`config.mk`:
```
export PLATFORM = sky130hd
export DESIGN_NAME = shock_peak_monitor
export DESIGN_NICKNAME = d
export VERILOG_FILES = /design/src/hw/rtl/spm_pkg.sv /design/src/hw/rtl/spm_ctrl.sv /design/src/hw/rtl/spm_dp.sv /design/src/hw/rtl/shock_peak_monitor.sv
export SDC_FILE = /design/constraint.sdc
export NUM_CORES = 2
export LEC_CHECK = 0
export BUFFER_PORTS_ARGS = -buffer_cell sky130_fd_sc_hd__clkbuf_2
export CORE_MARGIN = 10
export CORE_UTILIZATION = 40
export DETAILED_ROUTE_END_ITERATION = 10
export SLEW_MARGIN = 0
export SYNTH_ARGS = -nofsm -noshare
export SYNTH_HDL_FRONTEND = slang
export SYNTH_SLANG_ARGS = --single-unit
```
`constraint.sdc`:
```
create_clock -name clk -period 24.7 [get_ports clk]
set_input_delay 7.41 -clock clk [delete_from_list [all_inputs] [get_ports clk]]
set_output_delay 7.41 -clock clk [all_outputs]
set_load 0.02 [all_outputs]
```
`src/hw/rtl/spm_pkg.sv`:
```
package spm_pkg;

  // Datapath widths
  localparam int ACCEL_BITS = 16;          // used low bits of each axis, 8..16
  localparam int TIME_BITS  = 32;          // used low bits of the timestamp, 16..32
  localparam int AXIS_W     = 16;
  localparam int SUM_W      = 2 * AXIS_W;  // sum of three squares fits below 2^32
  localparam int ROOT_W     = SUM_W / 2;
  localparam int REM_W      = ROOT_W + 1;
  localparam int G_W        = 16;
  localparam int CFG_TIME_W = 32;
  localparam int CNT_W      = 4;
  localparam int AXES       = 3;

  localparam logic [CNT_W-1:0] SQ_LAST   = CNT_W'(AXES - 1);
  localparam logic [CNT_W-1:0] ROOT_LAST = CNT_W'(ROOT_W - 1);

  // Register indexes on the configuration port
  localparam logic [2:0] REG_SHOCK_THR  = 3'd0;
  localparam logic [2:0] REG_MOTION_HI  = 3'd1;
  localparam logic [2:0] REG_MOTION_LO  = 3'd2;
  localparam logic [2:0] REG_IDLE_G     = 3'd3;
  localparam logic [2:0] REG_DEAD_TIME  = 3'd4;
  localparam logic [2:0] REG_REPORT_INT = 3'd5;

  // Register reset values
  localparam logic [G_W-1:0]        RST_SHOCK_THR  = 16'd7373;
  localparam logic [G_W-1:0]        RST_MOTION_HI  = 16'd5325;
  localparam logic [G_W-1:0]        RST_MOTION_LO  = 16'd2867;
  localparam logic [G_W-1:0]        RST_IDLE_G     = 16'd4096;
  localparam logic [CFG_TIME_W-1:0] RST_DEAD_TIME  = 32'd3000;
  localparam logic [CFG_TIME_W-1:0] RST_REPORT_INT = 32'd60000;

  // Input command and report codes
  localparam logic CMD_SAMPLE     = 1'b0;
  localparam logic CMD_TIME_CHECK = 1'b1;
  localparam logic KIND_SHOCK     = 1'b0;
  localparam logic KIND_PERIODIC  = 1'b1;

  localparam logic [1:0] STAT_SAFE   = 2'd0;
  localparam logic [1:0] STAT_MOVING = 2'd1;
  localparam logic [1:0] STAT_IMPACT = 2'd2;

  typedef enum logic [5:0] {
    S_IDLE   = 6'b000001,
    S_SQR    = 6'b000010,
    S_ROOT   = 6'b000100,
    S_UPD    = 6'b001000,
    S_SHOCK  = 6'b010000,
    S_PERIOD = 6'b100000
  } state_t;

  typedef struct packed {
    logic [G_W-1:0]        shock_thr;
    logic [G_W-1:0]        motion_hi;
    logic [G_W-1:0]        motion_lo;
    logic [G_W-1:0]        idle_g;
    logic [CFG_TIME_W-1:0] dead_time;
    logic [CFG_TIME_W-1:0] report_int;
  } cfg_t;

  typedef struct packed {
    logic             load;
    logic             sq_step;
    logic [1:0]       axis_sel;
    logic             root_step;
    logic             upd;
    logic             emit_shock;
    logic             emit_period;
  } dp_cmd_t;

  typedef struct packed {
    logic slot_free;
    logic shock_hit;
    logic due;
  } dp_sts_t;

endpackage

```
`src/hw/rtl/spm_ctrl.sv`:
```
module spm_ctrl
  import spm_pkg::*;
(
  input  logic    clk,
  input  logic    rst_n,
  input  logic    in_valid,
  input  logic    in_cmd,
  output logic    in_ready,
  input  dp_sts_t sts,
  output dp_cmd_t cmd
);

  state_t           state_r, state_nxt;
  logic [CNT_W-1:0] cnt_r, cnt_nxt;

  always_comb begin
    state_nxt = state_r;
    cnt_nxt   = cnt_r;
    cmd       = '0;
    cmd.axis_sel = cnt_r[1:0];
    in_ready  = 1'b0;
    unique case (state_r)
      S_IDLE: begin
        in_ready = 1'b1;
        if (in_valid) begin
          cmd.load  = 1'b1;
          cnt_nxt   = '0;
          state_nxt = (in_cmd == CMD_TIME_CHECK) ? S_UPD : S_SQR;
        end
      end
      S_SQR: begin
        cmd.sq_step = 1'b1;
        cnt_nxt     = cnt_r + 1'b1;
        if (cnt_r == SQ_LAST) begin
          cnt_nxt   = '0;
          state_nxt = S_ROOT;
        end
      end
      S_ROOT: begin
        cmd.root_step = 1'b1;
        cnt_nxt       = cnt_r + 1'b1;
        if (cnt_r == ROOT_LAST) begin
          state_nxt = S_UPD;
        end
      end
      S_UPD: begin
        cmd.upd   = 1'b1;
        state_nxt = S_SHOCK;
      end
      S_SHOCK: begin
        if (!sts.shock_hit) begin
          state_nxt = S_PERIOD;
        end else if (sts.slot_free) begin
          cmd.emit_shock = 1'b1;
          state_nxt      = S_PERIOD;
        end
      end
      S_PERIOD: begin
        if (!sts.due) begin
          state_nxt = S_IDLE;
        end else if (sts.slot_free) begin
          cmd.emit_period = 1'b1;
          state_nxt       = S_IDLE;
        end
      end
      default: state_nxt = S_IDLE;
    endcase
  end

  always_ff @(posedge clk) begin
    if (!rst_n) begin
      state_r <= S_IDLE;
      cnt_r   <= '0;
    end else begin
      state_r <= state_nxt;
      cnt_r   <= cnt_nxt;
    end
  end

endmodule

```
`src/hw/rtl/spm_dp.sv`:
```
module spm_dp
  import spm_pkg::*;
(
  input  logic                  clk,
  input  logic                  rst_n,
  input  cfg_t                  cfg,
  input  dp_cmd_t               cmd,
  output dp_sts_t               sts,
  input  logic                  in_cmd,
  input  logic [31:0]           in_now,
  input  logic [AXIS_W-1:0]     in_ax,
  input  logic [AXIS_W-1:0]     in_ay,
  input  logic [AXIS_W-1:0]     in_az,
  input  logic                  out_ready,
  output logic                  out_valid,
  output logic                  out_kind,
  output logic [G_W-1:0]        out_g,
  output logic [1:0]            out_status,
  output logic                  out_last
);

  logic                        cmd_r;
  logic [TIME_BITS-1:0]        now_r;
  logic signed [AXIS_W-1:0]    ax_r [AXES];
  logic [SUM_W-1:0]            acc_r;
  logic [REM_W-1:0]            rem_r;
  logic [ROOT_W-1:0]           root_r;
  logic [G_W-1:0]              peak_r;
  logic [TIME_BITS-1:0]        last_shock_r;
  logic [TIME_BITS-1:0]        last_report_r;
  logic                        shock_hit_r;
  logic                        due_r;
  logic                        out_valid_r;
  logic                        out_kind_r;
  logic [G_W-1:0]              out_g_r;
  logic [1:0]                  out_status_r;
  logic                        out_last_r;

  logic signed [AXIS_W-1:0]    ax_sel;
  logic signed [SUM_W-1:0]     sq;
  logic [REM_W+1:0]            rem_sh;
  logic [REM_W+1:0]            trial;
  logic [TIME_BITS-1:0]        shock_gap;
  logic [TIME_BITS-1:0]        report_gap;
  logic [G_W-1:0]              mag;
  logic [1:0]                  period_status;

  // Keep the low ACCEL_BITS of an axis, sign-extended
  function automatic logic signed [AXIS_W-1:0] axis_ext(input logic [AXIS_W-1:0] raw);
    logic signed [ACCEL_BITS-1:0] low;
    low = signed'(raw[ACCEL_BITS-1:0]);
    return AXIS_W'(low);
  endfunction

  always_comb begin
    case (cmd.axis_sel)
      2'd0:    ax_sel = ax_r[0];
      2'd1:    ax_sel = ax_r[1];
      2'd2:    ax_sel = ax_r[2];
      default: ax_sel = '0;
    endcase
  end

  assign sq     = ax_sel * ax_sel;
  assign rem_sh = {rem_r, acc_r[SUM_W-1 -: 2]};
  assign trial  = (REM_W+2)'({root_r, 2'b01});
  assign mag    = G_W'(root_r);

  assign shock_gap  = now_r - last_shock_r;
  assign report_gap = now_r - last_report_r;

  always_comb begin
    if (peak_r > cfg.shock_thr) begin
      period_status = STAT_IMPACT;
    end else if (peak_r > cfg.motion_hi || peak_r < cfg.motion_lo) begin
      period_status = STAT_MOVING;
    end else begin
      period_status = STAT_SAFE;
    end
  end

  // Item registers and square-root iteration
  always_ff @(posedge clk) begin
    if (cmd.load) begin
      cmd_r   <= in_cmd;
      now_r   <= in_now[TIME_BITS-1:0];
      ax_r[0] <= axis_ext(in_ax);
      ax_r[1] <= axis_ext(in_ay);
      ax_r[2] <= axis_ext(in_az);
      acc_r   <= '0;
      rem_r   <= '0;
      root_r  <= '0;
    end else if (cmd.sq_step) begin
      acc_r <= acc_r + SUM_W'(unsigned'(sq));
    end else if (cmd.root_step) begin
      acc_r <= {acc_r[SUM_W-3:0], 2'b00};
      if (rem_sh >= trial) begin
        rem_r  <= REM_W'(rem_sh - trial);
        root_r <= {root_r[ROOT_W-2:0], 1'b1};
      end else begin
        rem_r  <= REM_W'(rem_sh);
        root_r <= {root_r[ROOT_W-2:0], 1'b0};
      end
    end
  end

  // Monitor state: peak, last shock and last report times
  always_ff @(posedge clk) begin
    if (!rst_n) begin
      peak_r        <= RST_IDLE_G;
      last_shock_r  <= '0;
      last_report_r <= '0;
      shock_hit_r   <= 1'b0;
      due_r         <= 1'b0;
    end else begin
      if (cmd.upd) begin
        if (cmd_r == CMD_SAMPLE && mag > peak_r) begin
          peak_r <= mag;
        end
        shock_hit_r <= (cmd_r == CMD_SAMPLE) && (mag >= cfg.shock_thr) &&
                       (CFG_TIME_W'(shock_gap) >= cfg.dead_time);
        due_r       <= CFG_TIME_W'(report_gap) >= cfg.report_int;
      end
      if (cmd.emit_shock) begin
        last_shock_r <= now_r;
        peak_r       <= cfg.idle_g;
      end
      if (cmd.emit_period) begin
        last_report_r <= now_r;
        peak_r        <= cfg.idle_g;
      end
    end
  end

  // Output register
  always_ff @(posedge clk) begin
    if (!rst_n) begin
      out_valid_r <= 1'b0;
    end else if (cmd.emit_shock || cmd.emit_period) begin
      out_valid_r <= 1'b1;
    end else if (out_ready) begin
      out_valid_r <= 1'b0;
    end
  end

  always_ff @(posedge clk) begin
    if (cmd.emit_shock) begin
      out_kind_r   <= KIND_SHOCK;
      out_g_r      <= mag;
      out_status_r <= STAT_IMPACT;
      out_last_r   <= !due_r;
    end else if (cmd.emit_period) begin
      out_kind_r   <= KIND_PERIODIC;
      out_g_r      <= peak_r;
      out_status_r <= period_status;
      out_last_r   <= 1'b1;
    end
  end

  assign sts.slot_free  = !out_valid_r || out_ready;
  assign sts.shock_hit  = shock_hit_r;
  assign sts.due        = due_r;

  assign out_valid  = out_valid_r;
  assign out_kind   = out_kind_r;
  assign out_g      = out_g_r;
  assign out_status = out_status_r;
  assign out_last   = out_last_r;

endmodule

```
`src/hw/rtl/shock_peak_monitor.sv`:
```
// Shock peak monitor: tracks acceleration magnitude and issues shock and
// periodic reports.
// Input channel (in_*): one item per sample or time check. in_tuser selects
// a sample (0) or a time check (1); in_tdata carries the timestamp and axes.
// Result channel (out_*): zero, one or two report items per input item;
// out_tlast marks the final report of an item, out_tuser the report kind.
// Configuration (cfg_*): APB-style, six registers at byte addresses 0..20,
// to be written by the user only while the block is idle; the block itself
// does not enforce this. Reads return the register value. A sample's shock
// report is loaded after squaring the three axes with one multiplier, 16
// iterations of a bit-serial square root and a peak update, in the shock
// slot; a periodic report is loaded in the periodic slot that follows. A
// time check goes straight to the peak update and the two report slots.
// The block takes one item at a time and accepts the next once its reports
// are loaded into the output register.
// Reset (synchronous, rst_n low): registers return to their defaults, peak
// to one g, shock and report timestamps to zero, output register empties.
// A stalled receiver holds the output register; the block waits before
// loading another report and takes no new item until then.
module shock_peak_monitor
  import spm_pkg::*;
(
  input  logic        clk,
  input  logic        rst_n,
  // in_tdata: now_ms[31:0], accel_x[47:32], accel_y[63:48], accel_z[79:64]
  input  logic [79:0] in_tdata,
  // in_tuser: command[0]
  input  logic        in_tuser,
  input  logic        in_tvalid,
  output logic        in_tready,
  // out_tdata: g_value[15:0], status[17:16], zero fill [23:18]
  output logic [23:0] out_tdata,
  // out_tuser: report_kind[0]
  output logic        out_tuser,
  output logic        out_tlast,
  output logic        out_tvalid,
  input  logic        out_tready,
  input  logic        cfg_psel,
  input  logic        cfg_penable,
  input  logic        cfg_pwrite,
  input  logic [4:0]  cfg_paddr,
  input  logic [31:0] cfg_pwdata,
  output logic [31:0] cfg_prdata,
  output logic        cfg_pready
);

  cfg_t       cfg_r;
  dp_cmd_t    cmd;
  dp_sts_t    sts;
  logic       cfg_wr;
  logic [2:0] cfg_idx;
  logic [G_W-1:0] out_g;
  logic [1:0] out_status;

  // Configuration registers
  assign cfg_pready = 1'b1;
  assign cfg_idx    = cfg_paddr[4:2];
  assign cfg_wr     = cfg_psel && cfg_penable && cfg_pwrite && cfg_pready;

  always_ff @(posedge clk) begin
    if (!rst_n) begin
      cfg_r.shock_thr  <= RST_SHOCK_THR;
      cfg_r.motion_hi  <= RST_MOTION_HI;
      cfg_r.motion_lo  <= RST_MOTION_LO;
      cfg_r.idle_g     <= RST_IDLE_G;
      cfg_r.dead_time  <= RST_DEAD_TIME;
      cfg_r.report_int <= RST_REPORT_INT;
    end else if (cfg_wr) begin
      unique case (cfg_idx)
        REG_SHOCK_THR:  cfg_r.shock_thr  <= cfg_pwdata[G_W-1:0];
        REG_MOTION_HI:  cfg_r.motion_hi  <= cfg_pwdata[G_W-1:0];
        REG_MOTION_LO:  cfg_r.motion_lo  <= cfg_pwdata[G_W-1:0];
        REG_IDLE_G:     cfg_r.idle_g     <= cfg_pwdata[G_W-1:0];
        REG_DEAD_TIME:  cfg_r.dead_time  <= cfg_pwdata;
        REG_REPORT_INT: cfg_r.report_int <= cfg_pwdata;
        default: ;  // drop writes beyond the register list
      endcase
    end
  end

  always_comb begin
    unique case (cfg_idx)
      REG_SHOCK_THR:  cfg_prdata = 32'(cfg_r.shock_thr);
      REG_MOTION_HI:  cfg_prdata = 32'(cfg_r.motion_hi);
      REG_MOTION_LO:  cfg_prdata = 32'(cfg_r.motion_lo);
      REG_IDLE_G:     cfg_prdata = 32'(cfg_r.idle_g);
      REG_DEAD_TIME:  cfg_prdata = cfg_r.dead_time;
      REG_REPORT_INT: cfg_prdata = cfg_r.report_int;
      default:        cfg_prdata = '0;
    endcase
  end

  // Sequencer: accept, square, root, update, report
  spm_ctrl u_ctrl (
    .clk      (clk),
    .rst_n    (rst_n),
    .in_valid (in_tvalid),
    .in_cmd   (in_tuser),
    .in_ready (in_tready),
    .sts      (sts),
    .cmd      (cmd)
  );

  // Magnitude, peak tracking, timers and output register
  spm_dp u_dp (
    .clk        (clk),
    .rst_n      (rst_n),
    .cfg        (cfg_r),
    .cmd        (cmd),
    .sts        (sts),
    .in_cmd     (in_tuser),
    .in_now     (in_tdata[31:0]),
    .in_ax      (in_tdata[47:32]),
    .in_ay      (in_tdata[63:48]),
    .in_az      (in_tdata[79:64]),
    .out_ready  (out_tready),
    .out_valid  (out_tvalid),
    .out_kind   (out_tuser),
    .out_g      (out_g),
    .out_status (out_status),
    .out_last   (out_tlast)
  );

  assign out_tdata = {6'b0, out_status, out_g};

endmodule
```
==> metrics.log <==
[metrics] clock tree skew after final layout: roughly 46 ps
[metrics] standard cell core area: ~0.079 mm2
[metrics] actual transition at the worst max-transition pin: 1200 ps
[metrics] multi-input combinational cell area: approximately 0.021 mm2
[metrics] effective utilization at floorplan: between 40% and 50%
[metrics] post-synthesis adder-cell area fraction: roughly 30%
[metrics] count leader, synth: sky130_fd_sc_hd__inv_1
[metrics] simple-gate portion of the synthesized area: approximately 14%
[metrics] Die ar.: about 0.092 mm2
[metrics] setup TNS: 0 ps
[metrics] xor and xnor fraction of the mapped netlist area: 3.13%
[metrics] total number of vias: roughly 26000
[metrics] maximum number of pins on one net before global-route repair: 100
[metrics] Finish-stage setup viols: 0
[metrics] count of nets left with antenna violations after detail routing: 0
[metrics] depth of the CTS H-tree: 2
[metrics] Yosys cell types: between 80 and 90
[metrics] critical path start-end classification: in -> out
[metrics] CP most frequent cell: sky130_fd_sc_hd__clkbuf_2
[metrics] gpl congestion: 0.898
[metrics] worst-skew pair later-pin latency: 620 ps
[metrics] cell area after technology mapping: 0.0319 mm2
[metrics] multiplexer share of the synthesized area: 1.00%
[metrics] total placed instance area: approximately 0.034 mm2
[metrics] Hold Fails Final Rpt: 0
[metrics] clock buffers created by TritonCTS: 48
[metrics] wire length of the first global-routing pass: between 100 and 150 mm
[metrics] startpoint of the most critical register-to-register path: u_ctrl.cnt_r[0]
[metrics] total global routing track utilization: roughly 20%
[metrics] Min-Delay Startpoint: u_dp.last_report_r[26]
[metrics] Relative slew margins: 19.7%
[metrics] Max clock buf depth: 3
[metrics] Worst setup SP type: primary input
[metrics] startpoint of the worst setup timing path: cfg_paddr[2]
[metrics] wire length per cell after detailed routing: 18.7 um
[metrics] post-synthesis area per instance: approximately 8.7 um2
[metrics] period utilization: between 60 and 70%
[metrics] top post-synthesis cells by area: sky130_fd_sc_hd__dfxtp_1 18%, sky130_fd_sc_hd__fa_1 17%, sky130_fd_sc_hd__ha_1 13%, sky130_fd_sc_hd__edfxtp_1 9.2%, sky130_fd_sc_hd__inv_1 6.7%
[metrics] CP endpoint kind: primary output
[metrics] router iterations before antenna repair: 8
[metrics] filler instances: 7849
[metrics] critical path fanouts, max: 18
[metrics] ratio of cells with drive above 1 in the final layout: under 10%
[metrics] count of port buffers added during placement: approximately 180
[metrics] number of DRC markers in iteration 0: 1996
[metrics] cell count after synthesis: around 3700
[metrics] final critical path time including I/O delays and setup: about 17000 ps
[metrics] die width: 303 um
[metrics] row count: a little over 100
[metrics] compound-cell area share of the yosys netlist: between 10% and 20%
[metrics] synthesis-to-finish area growth: 11.2%
[metrics] clock-pin transition on the worst setup and hold timing paths: about 60 ps
[metrics] share of async-settable or async-resettable flops after synthesis: 0%
[metrics] post-layout util: 44.9%
[metrics] final layout net count: ~4500
[metrics] leading post-synthesis cells by instance count: 571 x sky130_fd_sc_hd__inv_1, 561 x sky130_fd_sc_hd__nand2_1, 334 x sky130_fd_sc_hd__ha_1, 299 x sky130_fd_sc_hd__a21oi_1, 289 x sky130_fd_sc_hd__dfxtp_1
[metrics] hold buffers post-CTS: 0
[metrics] TritonCTS clock tree: done
[metrics] Slew Limit Fails: 0
[metrics] total detailed-routing wirelength: 91.1 mm
[metrics] top cell type by total area after synthesis: sky130_fd_sc_hd__dfxtp_1
[metrics] buffer type at the clock tree root: sky130_fd_sc_hd__clkbuf_16
[metrics] result of the run: completed
[metrics] Synth Flop Type: sky130_fd_sc_hd__dfxtp_1
[metrics] clock tree sinks: about 390
[metrics] area share of the leading cell type in the synthesized netlist: 18.1%
[metrics] Congestion Overflow GR: 0
[metrics] Crit-path slowest cell: sky130_fd_sc_hd__nor3b_2
[metrics] # placed instances: 4795
[metrics] die boundary height: 303 um
[metrics] ordered cell list for the critical path: clkbuf_2 > nor3b_2 > a22oi_1 > nand3_1 > clkbuf_2
[metrics] main combinational cell family by area after synthesis: adder cells
[metrics] setup repair after global routing missed its margin: no
[metrics] vias in the first global route: about 25000
[metrics] max frequency: between 60 and 70 MHz
[metrics] maximum single-stage delay on the critical path: just under 1000 ps
[metrics] half-perimeter wire length after placement: 70.9 mm
[metrics] Post-synth EDFFs: 98
[metrics] data arrival time at the worst-slack endpoint: a little over 9000 ps
[metrics] worst hold path type: reg -> reg
[metrics] Data required, critical path: roughly 17000 ps
[metrics] number of instances resized during post-cts repair: 0
[metrics] Final Cell Area: about 0.036 mm2
[metrics] Cell Count, Final, Fillers Out: around 4900
[metrics] IO Count: approximately 190
[metrics] number of design rule violations left after detail routing: 0
[metrics] sequential element share of the synthesized area: between 20 and 30%
[metrics] max-cap check violation count: 0
[metrics] sequential cell area in the final layout: approximately 0.0087 mm2
[metrics] Vias/cell: 5.29
[metrics] antenna violations before repair: 2
[metrics] synthesis-stage register bit count: approximately 390
[metrics] number of warnings issued by yosys: 0
[metrics] # Post-CTS Setup Buffers: 0
through the flow:
step           hold slack, ps  setup slack, ps
4_1_cts                   452             8100
6_report                  451             8050
2_1_floorplan             432             8680
3_5_place_dp              443             8100
5_1_grt                   467             7940
3_3_place_gp              438             8130
layout by cell type, fill, tap and decap left out, types with 7 or more instances in the layout:
cell type                   Yosys  layout
sky130_fd_sc_hd__bufinv_16      0       7
sky130_fd_sc_hd__o2111ai_1      7       7
sky130_fd_sc_hd__o21bai_1       9       9
sky130_fd_sc_hd__a21oi_1      299     299
sky130_fd_sc_hd__buf_4          7      30
sky130_fd_sc_hd__clkbuf_16      0      48
sky130_fd_sc_hd__xor2_1        27      27
sky130_fd_sc_hd__fa_1         266     266
sky130_fd_sc_hd__or3_1         16      16
sky130_fd_sc_hd__nand4_1       29      29
sky130_fd_sc_hd__a211oi_1      35      35
sky130_fd_sc_hd__a222oi_1      22      22
sky130_fd_sc_hd__a21o_1        78      78
sky130_fd_sc_hd__xnor2_1       87      87
sky130_fd_sc_hd__mux2i_1       32      32
sky130_fd_sc_hd__a211o_1        7       7
sky130_fd_sc_hd__a31oi_1       14      13
sky130_fd_sc_hd__ha_1         334     334
sky130_fd_sc_hd__o21a_1        28      28
sky130_fd_sc_hd__clkbuf_2       0     176
sky130_fd_sc_hd__or2_2          9       9
sky130_fd_sc_hd__o21ai_0       96      96
sky130_fd_sc_hd__edfxtp_1      98      98
sky130_fd_sc_hd__inv_1        571     570
sky130_fd_sc_hd__o211ai_1      49      49
sky130_fd_sc_hd__nand3_1       51      51
sky130_fd_sc_hd__and2_1        17      15
sky130_fd_sc_hd__nor2b_1       20      20
sky130_fd_sc_hd__nor3_1        32      30
sky130_fd_sc_hd__and3_1         8       8
sky130_fd_sc_hd__a22oi_1       72      72
sky130_fd_sc_hd__nor2_1       217     215
sky130_fd_sc_hd__nand2_1      561     561
sky130_fd_sc_hd__conb_1         2       7
sky130_fd_sc_hd__clkinv_2       0       9
sky130_fd_sc_hd__dfxtp_1      289     289
sky130_fd_sc_hd__nand2b_1      28      28
sky130_fd_sc_hd__a22o_1        16      16
sky130_fd_sc_hd__clkinv_1       2       8
per-layer routing:
metal  vias to the layer above  GRT usage [%]  share of wire [%]
met1                     12500           28.6                 48
met4                         0           4.66                2.0
li1                      12600              -                  -
met2                       727           29.9                 43
met5                         -              0                  0
met3                        98           3.39                6.8
path summary, 6_finish.rpt:
kind	endpoint	slack [ps]	depth (start not counted)
max	cfg_prdata[1]	8050	5
min	u_dp.last_report_r[26]	450	2
max reg2reg	u_dp.acc_r[28]	15890	26
min reg2reg	u_dp.last_report_r[26]	450	2
sequential cells by signal (all words and copies together), names as in the netlist:
register and cells:
u_dp.now_r 32, u_dp.last_report_r 32, u_dp.acc_r 32, u_dp.ax_r 48, u_dp.due_r 1, u_dp.out_status 2
u_dp.last_shock_r 32, cfg_r 128, u_dp.shock_hit_r 1, u_dp.mag 16, u_dp.out_valid 1, u_ctrl.state_r 6
u_dp.out_kind 1, u_dp.out_g 16, u_dp.peak_r 16, u_dp.out_last 1, u_ctrl.cnt_r 4, u_dp.rem_r 17
u_dp.cmd_r 1
kinds of logic (layout without fill, tap and decap cells):
group | Yosys count | after routing
compound gates | 803 | 803
xor+xnor | 114 | 114
fa+ha+maj | 600 | 600
buf+inv | 713 | 870
flops | 387 | 387
mux | 32 | 32
other cells | 2 | 8
simple gates | 1022 | 1022
final cells by class:
cell class              instances  area share, %
multi-input cells            2578           57.8
clock buffers                  55           3.54
inverters                     574           6.10
diodes                          1        0.00705
repair buffers                206           3.11
flip-flops and latches        387           24.6
clock inverters                35           1.16
well taps                    1050           3.70
worst max-delay path, delay by kind of cell:
kind	cells	cell delay, ps
and+or+nand+nor	2	1220
buffers and inverters	2	380
AOI/OAI and AO/OA	1	220
Power is not shown: default switching activity piles up to over one toggle a cycle in this logic, so the estimate is an artifact.
